<file path="config.mk">
export PLATFORM = sky130hd
export DESIGN_NAME = gray_frame_diff_counter
export DESIGN_NICKNAME = d
export VERILOG_FILES = /design/src/hw/rtl/gfdc_pkg.sv /design/src/hw/rtl/gfdc_front.sv /design/src/hw/rtl/gfdc_fifo.sv /design/src/hw/rtl/gfdc_back.sv /design/src/hw/rtl/gray_frame_diff_counter.sv
export SDC_FILE = /design/constraint.sdc
export NUM_CORES = 1
export LEC_CHECK = 0
export BUFFER_PORTS_ARGS = -buffer_cell sky130_fd_sc_hd__clkbuf_2
export CORE_MARGIN = 4
export CORE_UTILIZATION = 50
export CTS_BUF_LIST = sky130_fd_sc_hd__clkbuf_4
export DETAILED_ROUTE_END_ITERATION = 7
export PLACE_DENSITY_LB_ADDON = 0.12
export SLEW_MARGIN = 10
export SYNTH_ARGS = -nofsm -noshare
export SYNTH_HDL_FRONTEND = slang
export SYNTH_SLANG_ARGS = --single-unit
</file>
<file path="constraint.sdc">
create_clock -name i_clk -period 15.85 [get_ports i_clk]
set_input_delay 3.17 -clock i_clk [delete_from_list [all_inputs] [get_ports i_clk]]
set_output_delay 3.17 -clock i_clk [all_outputs]
set_load 0.01 [all_outputs]
</file>
<file path="src/hw/rtl/gfdc_pkg.sv">
// ----------------------------------------------------------------------------
// gfdc_pkg
// Shared types and constants of the gray frame difference counter.
// ----------------------------------------------------------------------------
`default_nettype none

package gfdc_pkg;

    localparam int NUM_REGIONS = 4;
    localparam int HW_REGIONS  = 4;
    localparam int MAX_PIXELS  = 4194304;

    localparam int PIX_W  = 8;
    localparam int MASK_W = 4;
    localparam int CNT_W  = 23;
    localparam int PCT_W  = 7;
    localparam int MODE_W = 2;
    localparam int CFG_IDX_W  = 3;
    localparam int CFG_DATA_W = 23;

    localparam int CNT_MAX = (1 << CNT_W) - 1;
    localparam logic [CNT_W-1:0] CNT_LIMIT =
        CNT_W'((MAX_PIXELS < CNT_MAX) ? MAX_PIXELS : CNT_MAX);

    localparam logic [PCT_W-1:0] PCT_FULL = PCT_W'(100);

    // numerator of the percent: changed * 100
    localparam int DIV_W = CNT_W + PCT_W;

    localparam int FIFO_DEPTH = 4;

    localparam logic [MODE_W-1:0] MODE_ALL     = 2'd0;
    localparam logic [MODE_W-1:0] MODE_MASK    = 2'd1;
    localparam logic [MODE_W-1:0] MODE_REGIONS = 2'd2;

    localparam logic [CFG_IDX_W-1:0] CFG_MODE      = 3'd0;
    localparam logic [CFG_IDX_W-1:0] CFG_PIX_THR   = 3'd1;
    localparam logic [CFG_IDX_W-1:0] CFG_MASK_CNT  = 3'd2;
    localparam logic [CFG_IDX_W-1:0] CFG_REG_THR_0 = 3'd3;
    localparam logic [CFG_IDX_W-1:0] CFG_REG_THR_1 = 3'd4;
    localparam logic [CFG_IDX_W-1:0] CFG_REG_THR_2 = 3'd5;
    localparam logic [CFG_IDX_W-1:0] CFG_REG_THR_3 = 3'd6;

    typedef struct packed {
        logic [PIX_W-1:0]  old_pixel;
        logic [PIX_W-1:0]  new_pixel;
        logic [MASK_W-1:0] region_mask;
        logic              last;
    } t_pix;

    typedef struct packed {
        logic [PCT_W-1:0] percent;
        logic [CNT_W-1:0] region_count_0;
        logic [CNT_W-1:0] region_count_1;
        logic [CNT_W-1:0] region_count_2;
        logic [CNT_W-1:0] region_count_3;
    } t_res;

    // classified pixel, front to back
    typedef struct packed {
        logic                  inc_changed;
        logic [HW_REGIONS-1:0] inc_region;
        logic                  use_mask;
        logic                  regions_mode;
        logic                  last;
    } t_cls;

    function automatic logic [CNT_W-1:0] bump(input logic [CNT_W-1:0] c);
        return (c < CNT_LIMIT) ? c + CNT_W'(1) : c;
    endfunction

endpackage

`default_nettype wire

</file>
<file path="src/hw/rtl/gfdc_front.sv">
// ----------------------------------------------------------------------------
// gfdc_front
// Configuration registers and per-pixel classification against thresholds.
// ----------------------------------------------------------------------------
`default_nettype none

module gfdc_front
    import gfdc_pkg::*;
(
    input  wire logic                  i_clk,
    input  wire logic                  i_rst_n,
    input  wire logic                  i_cfg_we,
    input  wire logic [CFG_IDX_W-1:0]  i_cfg_idx,
    input  wire logic [CFG_DATA_W-1:0] i_cfg_data,
    input  wire logic                  i_valid,
    output logic                       o_stall,
    input  wire t_pix                  i_pix,
    input  wire logic                  i_full,
    output logic                       o_push,
    output t_cls                       o_entry,
    output logic [CNT_W-1:0]           o_mask_count
);

    logic [MODE_W-1:0] r_mode;
    logic [PIX_W-1:0]  r_pix_thr;
    logic [CNT_W-1:0]  r_mask_cnt;
    logic [PIX_W-1:0]  r_reg_thr [HW_REGIONS];

    logic [PIX_W-1:0] diff;
    logic             pass;

    always_ff @(posedge i_clk) begin
        if (!i_rst_n) begin
            r_mode     <= MODE_ALL;
            r_pix_thr  <= '0;
            r_mask_cnt <= '0;
            for (int r = 0; r < HW_REGIONS; r++) begin
                r_reg_thr[r] <= '0;
            end
        end else if (i_cfg_we) begin
            case (i_cfg_idx)
                CFG_MODE:      r_mode       <= i_cfg_data[MODE_W-1:0];
                CFG_PIX_THR:   r_pix_thr    <= i_cfg_data[PIX_W-1:0];
                CFG_MASK_CNT:  r_mask_cnt   <= i_cfg_data[CNT_W-1:0];
                CFG_REG_THR_0: r_reg_thr[0] <= i_cfg_data[PIX_W-1:0];
                CFG_REG_THR_1: r_reg_thr[1] <= i_cfg_data[PIX_W-1:0];
                CFG_REG_THR_2: r_reg_thr[2] <= i_cfg_data[PIX_W-1:0];
                CFG_REG_THR_3: r_reg_thr[3] <= i_cfg_data[PIX_W-1:0];
                default: ;
            endcase
        end
    end

    always_comb begin
        diff = (i_pix.old_pixel > i_pix.new_pixel) ? i_pix.old_pixel - i_pix.new_pixel
                                                   : i_pix.new_pixel - i_pix.old_pixel;
        pass = (diff >= r_pix_thr);

        o_entry.use_mask     = (r_mode == MODE_MASK);
        o_entry.regions_mode = (r_mode == MODE_REGIONS);
        o_entry.last         = i_pix.last;
        // mode three falls back to the all-pixels rule
        if (r_mode == MODE_MASK) begin
            o_entry.inc_changed = pass & i_pix.region_mask[0];
        end else begin
            o_entry.inc_changed = pass & (r_mode != MODE_REGIONS);
        end
        for (int r = 0; r < HW_REGIONS; r++) begin
            o_entry.inc_region[r] = (r < NUM_REGIONS) && (r_mode == MODE_REGIONS) && pass
                                    && i_pix.region_mask[r] && (diff >= r_reg_thr[r]);
        end
    end

    assign o_stall      = i_full;
    assign o_push       = i_valid & ~i_full;
    assign o_mask_count = r_mask_cnt;

endmodule

`default_nettype wire

</file>
<file path="src/hw/rtl/gfdc_fifo.sv">
// ----------------------------------------------------------------------------
// gfdc_fifo
// Short queue of classified pixels between front and back.
// ----------------------------------------------------------------------------
`default_nettype none

module gfdc_fifo
    import gfdc_pkg::*;
(
    input  wire logic i_clk,
    input  wire logic i_rst_n,
    input  wire logic i_push,
    input  wire t_cls i_entry,
    input  wire logic i_pop,
    output t_cls      o_head,
    output logic      o_empty,
    output logic      o_full
);

    localparam int PTR_W = $clog2(FIFO_DEPTH);
    localparam int CNT_FW = $clog2(FIFO_DEPTH + 1);

    t_cls               r_mem [FIFO_DEPTH];
    logic [PTR_W-1:0]   r_wr_ptr;
    logic [PTR_W-1:0]   r_rd_ptr;
    logic [CNT_FW-1:0]  r_count;

    always_ff @(posedge i_clk) begin
        if (i_push) begin
            r_mem[r_wr_ptr] <= i_entry;
        end
    end

    always_ff @(posedge i_clk) begin
        if (!i_rst_n) begin
            r_wr_ptr <= '0;
            r_rd_ptr <= '0;
            r_count  <= '0;
        end else begin
            if (i_push) begin
                r_wr_ptr <= (r_wr_ptr == PTR_W'(FIFO_DEPTH - 1)) ? '0 : r_wr_ptr + PTR_W'(1);
            end
            if (i_pop) begin
                r_rd_ptr <= (r_rd_ptr == PTR_W'(FIFO_DEPTH - 1)) ? '0 : r_rd_ptr + PTR_W'(1);
            end
            if (i_push && !i_pop) begin
                r_count <= r_count + CNT_FW'(1);
            end else if (i_pop && !i_push) begin
                r_count <= r_count - CNT_FW'(1);
            end
        end
    end

    assign o_head  = r_mem[r_rd_ptr];
    assign o_empty = (r_count == '0);
    assign o_full  = (r_count == CNT_FW'(FIFO_DEPTH));

    a_no_overflow: assert property (@(posedge i_clk) disable iff (!i_rst_n)
        i_push |-> !o_full)
        else $error("transfer into full queue");

    a_no_underflow: assert property (@(posedge i_clk) disable iff (!i_rst_n)
        i_pop |-> !o_empty)
        else $error("pop from empty queue");

endmodule

`default_nettype wire

</file>
<file path="src/hw/rtl/gfdc_back.sv">
// ----------------------------------------------------------------------------
// gfdc_back
// Frame counters, end-of-frame percent divider and result register.
// ----------------------------------------------------------------------------
`default_nettype none

module gfdc_back
    import gfdc_pkg::*;
(
    input  wire logic             i_clk,
    input  wire logic             i_rst_n,
    input  wire t_cls             i_head,
    input  wire logic             i_empty,
    output logic                  o_pop,
    input  wire logic [CNT_W-1:0] i_mask_count,
    output logic                  o_valid,
    input  wire logic             i_stall,
    output t_res                  o_res
);

    localparam int STEP_W = $clog2(DIV_W);

    typedef enum logic [1:0] {
        S_RUN,
        S_MUL,
        S_DIV,
        S_DONE
    } t_state;

    t_state             r_state;
    logic [CNT_W-1:0]   r_pix_cnt;
    logic [CNT_W-1:0]   r_chg_cnt;
    logic [CNT_W-1:0]   r_reg_cnt [HW_REGIONS];
    logic [CNT_W-1:0]   r_num;
    logic [CNT_W-1:0]   r_den;
    logic [DIV_W-1:0]   r_quo;
    logic [CNT_W-1:0]   r_rem;
    logic [STEP_W-1:0]  r_step;
    logic               r_out_valid;
    t_res               r_out;

    logic [CNT_W-1:0]   n_pix_cnt;
    logic [CNT_W-1:0]   n_chg_cnt;
    logic [CNT_W-1:0]   n_reg_cnt [HW_REGIONS];
    logic [CNT_W:0]     trial;
    logic               trial_ge;
    logic [CNT_W-1:0]   n_rem;
    logic [PCT_W-1:0]   pct;
    logic               out_xfer;

    assign out_xfer = r_out_valid & ~i_stall;

    // a last pixel waits until the result register is free
    assign o_pop = !i_empty && (r_state == S_RUN)
                   && (!i_head.last || !r_out_valid || !i_stall);

    always_comb begin
        n_pix_cnt = bump(r_pix_cnt);
        n_chg_cnt = i_head.inc_changed ? bump(r_chg_cnt) : r_chg_cnt;
        for (int r = 0; r < HW_REGIONS; r++) begin
            n_reg_cnt[r] = i_head.inc_region[r] ? bump(r_reg_cnt[r]) : r_reg_cnt[r];
        end

        // one restoring divide step per cycle
        trial    = {r_rem, r_quo[DIV_W-1]};
        trial_ge = (trial >= {1'b0, r_den});
        n_rem    = trial_ge ? CNT_W'(trial - {1'b0, r_den}) : trial[CNT_W-1:0];

        if (r_den == '0) begin
            pct = '0;
        end else if (r_quo > DIV_W'(PCT_FULL)) begin
            pct = PCT_FULL;
        end else begin
            pct = r_quo[PCT_W-1:0];
        end
    end

    always_ff @(posedge i_clk) begin
        if (!i_rst_n) begin
            r_state     <= S_RUN;
            r_pix_cnt   <= '0;
            r_chg_cnt   <= '0;
            for (int r = 0; r < HW_REGIONS; r++) begin
                r_reg_cnt[r] <= '0;
            end
            r_out_valid <= 1'b0;
            r_step      <= '0;
        end else begin
            if (out_xfer) begin
                r_out_valid <= 1'b0;
            end
            case (r_state)
                S_RUN: begin
                    if (o_pop) begin
                        if (i_head.last) begin
                            r_pix_cnt <= '0;
                            r_chg_cnt <= '0;
                            for (int r = 0; r < HW_REGIONS; r++) begin
                                r_reg_cnt[r] <= '0;
                            end
                            if (i_head.regions_mode) begin
                                r_out_valid          <= 1'b1;
                                r_out.percent        <= '0;
                                r_out.region_count_0 <= n_reg_cnt[0];
                                r_out.region_count_1 <= n_reg_cnt[1];
                                r_out.region_count_2 <= n_reg_cnt[2];
                                r_out.region_count_3 <= n_reg_cnt[3];
                            end else begin
                                r_num   <= n_chg_cnt;
                                r_den   <= i_head.use_mask ? i_mask_count : n_pix_cnt;
                                r_state <= S_MUL;
                            end
                        end else begin
                            r_pix_cnt <= n_pix_cnt;
                            r_chg_cnt <= n_chg_cnt;
                            for (int r = 0; r < HW_REGIONS; r++) begin
                                r_reg_cnt[r] <= n_reg_cnt[r];
                            end
                        end
                    end
                end
                S_MUL: begin
                    r_quo   <= DIV_W'(r_num) * DIV_W'(PCT_FULL);
                    r_rem   <= '0;
                    r_step  <= '0;
                    r_state <= S_DIV;
                end
                S_DIV: begin
                    r_rem <= n_rem;
                    r_quo <= {r_quo[DIV_W-2:0], trial_ge};
                    if (r_step == STEP_W'(DIV_W - 1)) begin
                        r_state <= S_DONE;
                    end else begin
                        r_step <= r_step + STEP_W'(1);
                    end
                end
                S_DONE: begin
                    r_out_valid          <= 1'b1;
                    r_out.percent        <= pct;
                    r_out.region_count_0 <= '0;
                    r_out.region_count_1 <= '0;
                    r_out.region_count_2 <= '0;
                    r_out.region_count_3 <= '0;
                    r_state              <= S_RUN;
                end
                default: r_state <= S_RUN;
            endcase
        end
    end

    assign o_valid = r_out_valid;
    assign o_res   = r_out;

    a_div_out_free: assert property (@(posedge i_clk) disable iff (!i_rst_n)
        (r_state != S_RUN) |-> !r_out_valid)
        else $error("result register busy while percent is computed");

    a_pct_range: assert property (@(posedge i_clk) disable iff (!i_rst_n)
        r_out_valid |-> (r_out.percent <= PCT_FULL))
        else $error("percent above full scale");

    a_cnt_limit: assert property (@(posedge i_clk) disable iff (!i_rst_n)
        (r_pix_cnt <= CNT_LIMIT) && (r_chg_cnt <= CNT_LIMIT))
        else $error("frame counter beyond saturation limit");

    a_no_pop_busy: assert property (@(posedge i_clk) disable iff (!i_rst_n)
        (r_state == S_MUL) |=> (r_state == S_DIV) && !o_pop)
        else $error("queue popped during divide");

endmodule

`default_nettype wire

</file>
<file path="src/hw/rtl/gray_frame_diff_counter.sv">
// ----------------------------------------------------------------------------
// gray_frame_diff_counter
// Frame-difference motion counter for 8-bit gray pixel pairs.
// ----------------------------------------------------------------------------
// Pixels are taken at one per clock while not stalled. Each pixel is
// classified on entry and queued (four entries) to the counting side, which
// also consumes one per clock while counting. The frame result is issued
// after the pixel marked last: in regions mode in the cycle after that pixel
// leaves the queue; in the percent modes the percent comes from a multiply
// state, a bit-serial divider and a finish state, during which the queue
// absorbs the next frame's first pixels and then stalls the input. A last
// pixel is held in the queue while an earlier result is not yet transferred.
`default_nettype none

module gray_frame_diff_counter
    import gfdc_pkg::*;
(
    input  wire logic                  i_clk,
    input  wire logic                  i_rst_n,
    input  wire logic                  i_cfg_we,
    input  wire logic [CFG_IDX_W-1:0]  i_cfg_idx,
    input  wire logic [CFG_DATA_W-1:0] i_cfg_data,
    input  wire logic                  i_valid,
    output logic                       o_stall,
    input  wire t_pix                  i_pix,
    output logic                       o_valid,
    input  wire logic                  i_stall,
    output t_res                       o_res
);

    logic             push;
    logic             pop;
    logic             empty;
    logic             full;
    t_cls             entry;
    t_cls             head;
    logic [CNT_W-1:0] mask_count;

    gfdc_front u_front (
        .i_clk        (i_clk),
        .i_rst_n      (i_rst_n),
        .i_cfg_we     (i_cfg_we),
        .i_cfg_idx    (i_cfg_idx),
        .i_cfg_data   (i_cfg_data),
        .i_valid      (i_valid),
        .o_stall      (o_stall),
        .i_pix        (i_pix),
        .i_full       (full),
        .o_push       (push),
        .o_entry      (entry),
        .o_mask_count (mask_count)
    );

    gfdc_fifo u_fifo (
        .i_clk   (i_clk),
        .i_rst_n (i_rst_n),
        .i_push  (push),
        .i_entry (entry),
        .i_pop   (pop),
        .o_head  (head),
        .o_empty (empty),
        .o_full  (full)
    );

    gfdc_back u_back (
        .i_clk        (i_clk),
        .i_rst_n      (i_rst_n),
        .i_head       (head),
        .i_empty      (empty),
        .o_pop        (pop),
        .i_mask_count (mask_count),
        .o_valid      (o_valid),
        .i_stall      (i_stall),
        .o_res        (o_res)
    );

endmodule

`default_nettype wire

</file>
==> run summary, run 1 <==
Pin count of the biggest net entering global routing = 96
Post-layout nets = 2877
Post-Synth Simple-Gate Area = 16.7%
Min-delay src = u_front.o_mask_count[8]
I/O pins = 153
CTS tree = done
Sequential fraction of the synthesis area = 49.8%
Main combinational cell family by area after synthesis = simple AND/OR/NAND/NOR gates
Syn_area_per_cell = 10.2 um2
Vias per cell = 5.29
Pre-CTS setup slack = 8.42 ns
Remaining DRCs = 0
Hold bufs inserted after CTS = 0
Post-DP HPWL = 38700 um
Clock Path Buffers = 3
Reg2Reg Depth = 7
Post-synth top area share = 40.2%
Max-cap violations = 0
Least-Margin Pin Slew = 1.11 ns
Critical path data arrival time = 7.17 ns
Worst Setup Path Type = in -> reg
Max Clk Rate = 0.151 GHz
Vert. Die Dim = 230 um
Die X = 230 um
Worst setup margin = 9.23 ns
Die ar. = 53100 um2
Row count = 81
Setup bufs post-CTS = 0
Pleak = 11.3 nW
Slew headroom = 25.1%
GR Util All Layers = 20.5%
Synth area leader = edfxtp_1
DR WL/cell = 16.1 um
Compound-Gate Fraction of Synth Area = 9.76%
Syn Inst Count = 2429
Fin Setup TNS = 0 ns
Root Driver = clkbuf_4
Vias in the first global route = 18000
Hold endpoint = u_front.o_mask_count[8]
Port bufs = 152
CP Capture Type = flip-flop
Post-synthesis adder-cell area fraction = 10.3%
Htree depth = 3
P per Cell Area = 153 nW/um2
Worst IR Drop VDD = 0.0839 mV
Initial core utilization = 50.5%
Hold_ws = 0.457 ns
Worst skew pair latency = 0.84 ns
Yosys reg bits = 450
Critical-path maximum fanout = 8
Gr ovfl total = 0
Main synth FF type = edfxtp_1
Xor and xnor fraction of the mapped netlist area = 6.48%
DRT iter0 DRCs = 1115
R2R setup slack = 11.62 ns
Vias post-DR = 18000
Area Growth Syn to Fin = 12.0%
Hold Crit Depth = 2
Synth top area cells = edfxtp_1, dfxtp_1, ha_1
Final core utilization = 56.6%
Final hold viol count = 0
Post-synthesis mux area share = 2.61%
Ys async rst share = 0%
Routed WL = 54600 um
CP Data Required Time = 16.40 ns
Most frequent cells in the layout = edfxtp_1, nor2_1, nand2_1
Most common cell after layout, fill and taps aside = edfxtp_1
Hold WC Path Type = reg -> reg
PostCTS Resize Cnt = 0
Gp weighted congestion = 0.829
Synthesized cell area = 24700 um2
Reg2Reg Capture Point = u_back.o_res[43]
Global-route wire length before repair = 90400 um
Setup violators final = 0
Post-route ant nets = 0
Synth warn = 0
Proportion of layout cells with a drive suffix above 1 = 15.1%
Ratio of final minimum period to clock period = 41.8%
Final min period = 6.62 ns
Status = completed
Cell variety after synth = 81
CP Launch Type = primary input
Antenna violations before repair = 2
Max-slew violations = 0
Clk slew on worst S/H paths = 0.06 ns
Post-synth EDFFs = 331
Unrepaired setup endpoints after global routing = no
Core box area = 49000 um2
Drt pass-1 iters = 5
Total CTS buffers = 117
Sink Count = 450
Net Count, Synth = 2672
Worst Clk Skew = 0.0565 ns
## synthesized netlist by cell type, types with 33 or more instances
cell,n
a21oi_1,122
mux2i_1,33
edfxtp_1,331
xnor2_1,79
and3_1,34
nand3_1,53
clkbuf_1,65
ha_1,169
inv_1,190
and2_1,50
xor2_1,104
dfxtp_1,119
nand2_1,240
o21ai_0,138
nor2_1,321
nor3_1,48
## routing by layer
layer  vias up  track usage [%]  part of all wire, %
li1       8992                -                    -
met1      8588             28.0                   47
met2       351             33.9                   47
met3        68             3.57                  4.4
met4         0             5.99                  1.4
met5         -                0                    0
## stage by stage
step	std cells	instance area [um2]	power [mW]
2_1_floorplan	2429	24700	2.84
3_3_place_gp	3179	26100	3.20
3_5_place_dp	3179	26100	3.24
4_1_cts	3400	27700	4.30
5_1_grt	3402	27700	4.58
6_report	3403	27700	4.25
## registers in the layout, summed over array words and instances (netlist names), named ones only
register              count
u_fifo.r_rd_ptr           2
u_back.r_chg_cnt         23
u_back.r_reg_cnt         92
u_back.r_pix_cnt         23
u_back.o_valid            1
u_back.r_num             23
u_back.r_step             5
u_front.r_reg_thr        32
u_back.r_quo             30
u_fifo.r_mem             32
u_fifo.r_count            3
u_front.r_mode            2
u_front.r_pix_thr         8
u_back.r_den             23
u_back.o_res             99
u_back.r_rem             23
u_front.o_mask_count     23
u_back.r_state            2
u_fifo.r_wr_ptr           2
## worst max path at each step
stage                         start                  to  slack, ns  cells past startpoint
after floorplan             i_stall     u_back.o_res[0]       3.94                      5
after global placement    i_pix[13]  u_fifo.r_mem[0][4]       8.63                     17
after detailed placement  i_pix[13]  u_fifo.r_mem[0][3]       8.42                     17
after CTS                 i_pix[13]  u_fifo.r_mem[1][3]       9.34                     17
after global routing      i_pix[13]  u_fifo.r_mem[3][6]       9.01                     17
final                     i_pix[13]  u_fifo.r_mem[1][3]       9.23                     17
## area by class of cell
cell class | count | area [um2]
Sequential cell | 450 | 12300
Timing Repair Buffer | 167 | 873
Tap cell | 664 | 831
Antenna cell | 3 | 7.51
Inverter | 192 | 721
Clock inverter | 46 | 253
Fill cell | 4322 | 21200
Clock buffer | 175 | 1310
Multi-Input combinational cell | 1706 | 11400
## critical path, stage by stage
cell	delay, ns
clkbuf_2	0.09
inv_1	0.04
ha_1	0.17
inv_1	0.09
fa_1	0.19
a21o_1	0.16
nand4_1	0.12
a31oi_2	0.50
mux2i_1	0.34
o221ai_1	0.22
a21oi_1	0.19
o221ai_1	0.15
xor2_1	0.50
ha_1	0.28
nor3_1	0.07
a2111o_1	0.48
nor3_1	0.40
## power by group
group | internal, mW | total, mW | switching [mW] | leakage (nW)
logic | 0.538 | 1.46 | 0.921 | 6.18
clock network | 0.541 | 1.03 | 0.492 | 0.930
registers | 1.60 | 1.76 | 0.156 | 4.15
total | 2.68 | 4.25 | 1.57 | 11.3
## cell families after synthesis
group / after synthesis
flip-flops: 450
adder cells (fa/ha/maj): 191
XOR/XNOR: 183
AO/OA/AOI/OAI: 399
multiplexers: 52
buffers and inverters: 273
AND/OR/NAND/NOR: 881
(Power assumes the default switching activity.)
==> run 2, diff against run 1 <==
clock period = 6.2 ns   (was 15.85 ns; I/O delays follow)
==> run summary, run 2 (synthesis gave the netlist of run 1 again) <==
Most frequent cells in the layout = edfxtp_1, nor2_1, nand2_1
Hold bufs inserted after CTS = 0 (unchanged)
CP Capture Type = flip-flop
Clk slew on worst S/H paths = 0.06 ns (about the same)
Critical path data arrival time = 5.27 ns (-1.90 ns)
Gr ovfl total = 0 (unchanged)
Core box area = 49000 um2 (unchanged)
Reg2Reg Capture Point = u_back.r_quo[29]
Antenna violations before repair = 2 (unchanged)
Pin count of the biggest net entering global routing = 96 (unchanged)
Placed Area = 26100 um2 (about the same)
Total CTS buffers = 119 (+1.7%)
Clock Path Buffers = 3 (unchanged)
Final core utilization = 56.7% (+0.072 points)
I/O pins = 153 (unchanged)
Setup bufs post-CTS = 0 (unchanged)
Worst Setup Path Type = in -> reg
DR WL/cell = 16.1 um (+0.23%)
Design area = 27800 um2 (+0.13%)
Sink Count = 450 (unchanged)
Reg2Reg Depth = 14 (+7)
P per Cell Area = 394 nW/um2 (+160%)
Final hold viol count = 0 (unchanged)
Vias in the first global route = 18200 (+1.2%)
Vert. Die Dim = 230 um (unchanged)
CP endpoint = u_fifo.r_mem[3][6]
Proportion of layout cells with a drive suffix above 1 = 15.4% (+0.34 points)
Worst Clk Skew = 0.0463 ns (-0.0102 ns)
Status = completed
Die X = 230 um (unchanged)
GR Util All Layers = 20.5% (about the same)
R2r startpoint = u_back.r_num[4]
Ratio of final minimum period to clock period = 75.7%
Area Growth Syn to Fin = 12.2%
DRT iter0 DRCs = 974 (-13%)
Slew headroom = 19.6% (-5.6 points)
Slowest cell on crit path = a31oi_2
CP Cell Sequence = clkbuf_2 > inv_1 > ha_1 > inv_1 > fa_1 > a21o_1 > nand4_1 > a31oi_2 > mux2i_1 > o221ai_1 > a21oi_1 > o221ai_1 > xor2_1 > ha_1 > nor3_1 > a2111o_1 > nor3_1
Max-slew violations = 0 (unchanged)
Pre-CTS setup slack = 0.717 ns (-7.71 ns)
Global-route wire length before repair = 89900 um (-0.50%)
CP Launch Type = primary input
Root Driver = clkbuf_4
Crit. Startpoint = i_pix[13]
CP Data Required Time = 6.78 ns (-9.62 ns)
Final min period = 4.69 ns
Layout fillers = 4326 (+0.093%)
Port bufs = 152 (unchanged)
Fin Setup TNS = 0 ns (unchanged)
Initial core utilization = 50.5% (unchanged)
Gp weighted congestion = 0.878 (+5.9%)
Worst skew pair latency = 0.84 ns (about the same)
CP max stage delay = 0.51 ns (about the same)
R2R setup slack = 2.15 ns (-9.47 ns)
Vias post-DR = 17900 (-0.32%)
Worst setup margin = 1.51 ns (-7.72 ns)
PostCTS Resize Cnt = 0 (unchanged)
CTS tree = done
Post-layout nets = 2877 (unchanged)
Die ar. = 53100 um2 (unchanged)
Row count = 81 (unchanged)
Drt pass-1 iters = 5 (unchanged)
Remaining DRCs = 0 (unchanged)
Routed WL = 54700 um (+0.14%)
Pleak = 11.3 nW (+0.27%)
Setup violators final = 0 (unchanged)
Worst IR Drop VDD = 0.195 mV (+130%)
Max FFs per register = 99 (unchanged)
Max Clk Rate = 0.213 GHz
Critical-path maximum fanout = 8 (unchanged)
Hold WC Path Type = reg -> reg
Most common cell after layout, fill and taps aside = edfxtp_1
Htree depth = 3 (unchanged)
Least-Margin Pin Slew = 1.20 ns (+0.0908 ns)
Unrepaired setup endpoints after global routing = no
Post-DP HPWL = 38600 um (-0.18%)
Vias per cell = 5.28 (-0.23%)
Post-route ant nets = 0 (unchanged)
Max-cap violations = 0 (unchanged)
-- run 2: changes by cell type in the layout (fill, tap and decap cells not counted), sizes merged, moves of 2 or more --
cell,before,now
buf,15,13
clkbuf,327,349
clkinv,40,23
inv,194,192
clkinvlp,2,0
-- run 2: metrics by stage --
step	hold WS [ns]	cells	total power, mW
floorplan	0.433	2429	7.25
global placement	0.446	3177	8.18
detailed placement	0.447	3177	8.28
CTS	0.457	3398	11.1
global route	0.485	3399	11.8
finish	0.455	3400	10.9
-- run 2: worst min path at each step --
stage,depth (start not counted),end,start,slack [ns]
6_report,2,u_front.o_mask_count[9],u_front.o_mask_count[9],0.46
5_1_grt,2,u_front.o_mask_count[13],u_front.o_mask_count[13],0.49
4_1_cts,2,u_front.o_mask_count[9],u_front.o_mask_count[9],0.46
3_5_place_dp,2,u_front.o_mask_count[9],u_front.o_mask_count[9],0.45
3_3_place_gp,2,u_front.o_mask_count[9],u_front.o_mask_count[9],0.45
2_1_floorplan,2,u_front.o_mask_count[18],u_front.o_mask_count[18],0.43
-- run 2: area by class of cell --
cell class | count | area (um2) | area share [%]
Multi-Input combinational cell | 1706 | 11400 | 41.1
Sequential cell | 450 | 12300 | 44.4
Clock inverter | 24 | 128 | 0.460
Tap cell | 664 | 831 | 2.99
Inverter | 192 | 721 | 2.60
Antenna cell | 2 | 5.00 | 0.0180
Clock buffer | 197 | 1480 | 5.33
Timing Repair Buffer | 165 | 871 | 3.14
-- run 2: critical path, delay by kind of cell --
| family | cells | cell delay (ns) |
|---|---|---|
| buffers and inverters | 3 | 0.22 |
| and+or+nand+nor | 3 | 0.64 |
| xor gates and xnor gates | 1 | 0.48 |
| adders and majority gates | 3 | 0.64 |
| muxes | 1 | 0.35 |
| AOI/OAI and AO/OA | 6 | 1.70 |
-- run 2: metal layers --
metal  global-route usage, %  wire length, um
met5                       0                0
met1                    26.9            25200
met2                    34.2            25800
met4                    6.92             1120
met3                    4.21             2560
-- run 2: where the power goes --
part,switching [mW],total [mW],internal [mW]
clock,1.24,2.71,1.47
combinational,2.35,3.73,1.38
sequential,0.396,4.49,4.09
==> run 3, diff against run 2 <==
ABC_AREA = 1   (was default)
clock period = 4.8 ns   (was 6.2 ns; I/O delays follow)
==> run summary, run 3 <==
Most common cell on crit path = inv_1
Proportion of layout cells with a drive suffix above 1 = 12.9% (-2.5 points)
Slew headroom = 21.1% (+1.5 points)
Worst skew pair latency = 0.89 ns (+0.05 ns)
Max Clk Rate = 0.290 GHz
CP Launch Type = primary input
P per Cell Area = 509 nW/um2 (+29%)
Critical-path maximum fanout = 9 (+1)
Die ar. = 56600 um2 (+6.6%)
Synth top area cells = edfxtp_1, nand2_1, dfxtp_1
Synth warn = 0 (unchanged)
Remaining DRCs = 0 (unchanged)
Slowest cell on crit path = fa_1
Total CTS buffers = 119 (unchanged)
CP Cell Sequence = clkbuf_2 > inv_1 > ha_1 > inv_1 > fa_1 > inv_1 > o21ai_0 > a21oi_1 > nand2_1 > nand2_2 > inv_1 > nand2_1 > a21oi_1 > nor2_1 > inv_1 > ha_1 > nand2_1 > nor2_1 > nand4_1 > o2111ai_1 > nand3_1 > nor2_1
Vias post-DR = 21300 (+19%)
DRT iter0 DRCs = 1270 (+30%)
Row count = 83 (+2.5%)
Yosys reg bits = 450 (unchanged)
Clock Path Buffers = 3 (unchanged)
Post-DP HPWL = 46400 um (+20%)
Max-cap violations = 0 (unchanged)
Unrepaired setup endpoints after global routing = no
CP max stage delay = 0.41 ns (-0.10 ns)
Area Growth Syn to Fin = 11.3%
Drt pass-1 iters = 5 (unchanged)
Cell variety after synth = 61 (-25%)
Clk slew on worst S/H paths = 0.07 ns (about the same)
Post-synth top area share = 37.6% (-2.6 points)
Vias per cell = 5.18 (-1.8%)
Global-route wire length before repair = 104000 um (+16%)
Hold WC Path Type = in -> reg
Most frequent cells in the layout = nand2_1, inv_1, nor2_1
Setup bufs post-CTS = 0 (unchanged)
Hold bufs inserted after CTS = 0 (unchanged)
Vert. Die Dim = 238 um (+3.2%)
Setup violators final = 0 (unchanged)
Synthesized cell area = 26400 um2 (+6.8%)
Port bufs = 152 (unchanged)
Net Count, Synth = 3359 (+26%)
Status = completed
CP Data Required Time = 5.46 ns (-1.32 ns)
CTS tree = done
Syn Inst Count = 3116 (+28%)
Antenna violations before repair = 3 (+1)
Post-route ant nets = 0 (unchanged)
Gp weighted congestion = 0.931 (+6.0%)
Least-Margin Pin Slew = 1.17 ns (-0.0288 ns)
Ys async rst share = 0% (unchanged)
Ratio of final minimum period to clock period = 71.7%
GR Util All Layers = 22.2% (+1.6 points)
Final hold viol count = 0 (unchanged)
Core box area = 51800 um2 (+5.9%)
Critical path data arrival time = 4.10 ns (-1.17 ns)
Post-synth EDFFs = 331 (unchanged)
Gr ovfl total = 0 (unchanged)
Initial core utilization = 51.0% (+0.45 points)
Delay-heaviest family, CP = simple AND/OR/NAND/NOR gates
Syn_area_per_cell = 8.48 um2 (-17%)
Htree depth = 3 (unchanged)
Power, Total = 15.0 mW (+37%)
Final min period = 3.44 ns
Worst Setup Path Type = in -> reg
Die X = 238 um (+3.2%)
Sink Count = 450 (unchanged)
Post-layout nets = 3575 (+24%)
Worst Clk Skew = 0.0700 ns (+0.0237 ns)
Layout fillers = 4820 (+11%)
Root Driver = clkbuf_4
Pleak = 13.0 nW (+15%)
Pin count of the biggest net entering global routing = 100 (+4.2%)
I/O pins = 153 (unchanged)
PostCTS Resize Cnt = 0 (unchanged)
Vias in the first global route = 21100 (+16%)
Worst Path Buf+Inv = 6 (+3)
Main synth FF type = edfxtp_1
Synth area leader = edfxtp_1
Top-count cell post-synth = nand2_1
Max FFs per register = 99 (unchanged)
DR WL/cell = 15.4 um (-4.4%)
Most common cell after layout, fill and taps aside = nand2_1
Sequential fraction of the synthesis area = 46.6% (-3.2 points)
Fin Setup TNS = 0 ns (unchanged)
Max-slew violations = 0 (unchanged)
Most frequent cells after synthesis = nand2_1, inv_1, nor2_1, edfxtp_1, a21oi_1
Routed WL = 63400 um (+16%)
Worst IR Drop VDD = 0.304 mV (+55%)
CP Capture Type = flip-flop
==> run 3: per-layer routing <==
layer	up-vias	share of wire, %	GRT usage [%]
met2	490	46	36.1
met4	2	2.2	7.09
met5	-	0.011	0
met3	102	4.9	4.03
li1	10800	-	-
met1	9960	47	30.2
==> run 3: worst paths after layout <==
path | start | endpoint | slack (ns) | cells after the start
hold / removal | i_pix[0] | u_fifo.r_mem[2][0] | 0.30 | 1
hold reg to reg | u_back.r_pix_cnt[21] | u_back.r_pix_cnt[21] | 0.47 | 2
setup reg to reg | u_back.r_quo[29] | u_back.r_rem[12] | 1.39 | 13
setup / recovery | i_pix[13] | u_fifo.r_mem[2][4] | 1.36 | 22
==> run 3: cell families (layout without fill, tap and decap cells) <==
kind of cell | Yosys count | count (layout) | share of synthesized area, %
AND/OR/NAND/NOR | 1437 | 1437 | 23.9
buffers and inverters | 526 | 845 | 7.85
flip-flops | 450 | 450 | 46.6
AO/OA/AOI/OAI | 391 | 391 | 7.91
adder cells (fa/ha/maj) | 191 | 191 | 9.67
XOR/XNOR | 121 | 121 | 4.04
other | 0 | 3 | 0
==> run 3: final cells by class <==
class / instances / area, um2 / area share [%]
flip-flops and latches: 450 / 12300 / 41.9
well taps: 680 / 851 / 2.89
inverters: 454 / 1720 / 5.83
repair buffers: 167 / 886 / 3.01
clock inverters: 46 / 230 / 0.783
multi-input cells: 2140 / 12100 / 41.0
clock buffers: 178 / 1340 / 4.54
diodes: 3 / 7.51 / 0.0255
==> run 3: power by group <==
group | internal [mW] | leakage, nW | switching (mW)
sequential | 5.30 | 4.19 | 0.478
clock | 1.76 | 0.930 | 1.65
combinational | 1.81 | 7.85 | 3.98
total | 8.88 | 13.0 | 6.10
==> run 3: metrics by stage <==
step	cells	worst slack (ns)	area, um2	utilization (%)	hold slack, ns
3_3_place_gp	3891	0.591	27800	53.7	0.455
6_report	4118	1.36	29400	56.8	0.298
4_1_cts	4115	1.34	29400	56.8	0.181
5_1_grt	4117	0.978	29400	56.8	0.236
3_5_place_dp	3891	0.551	27800	53.7	0.468
2_1_floorplan	3116	1.06	26400	-	0.443
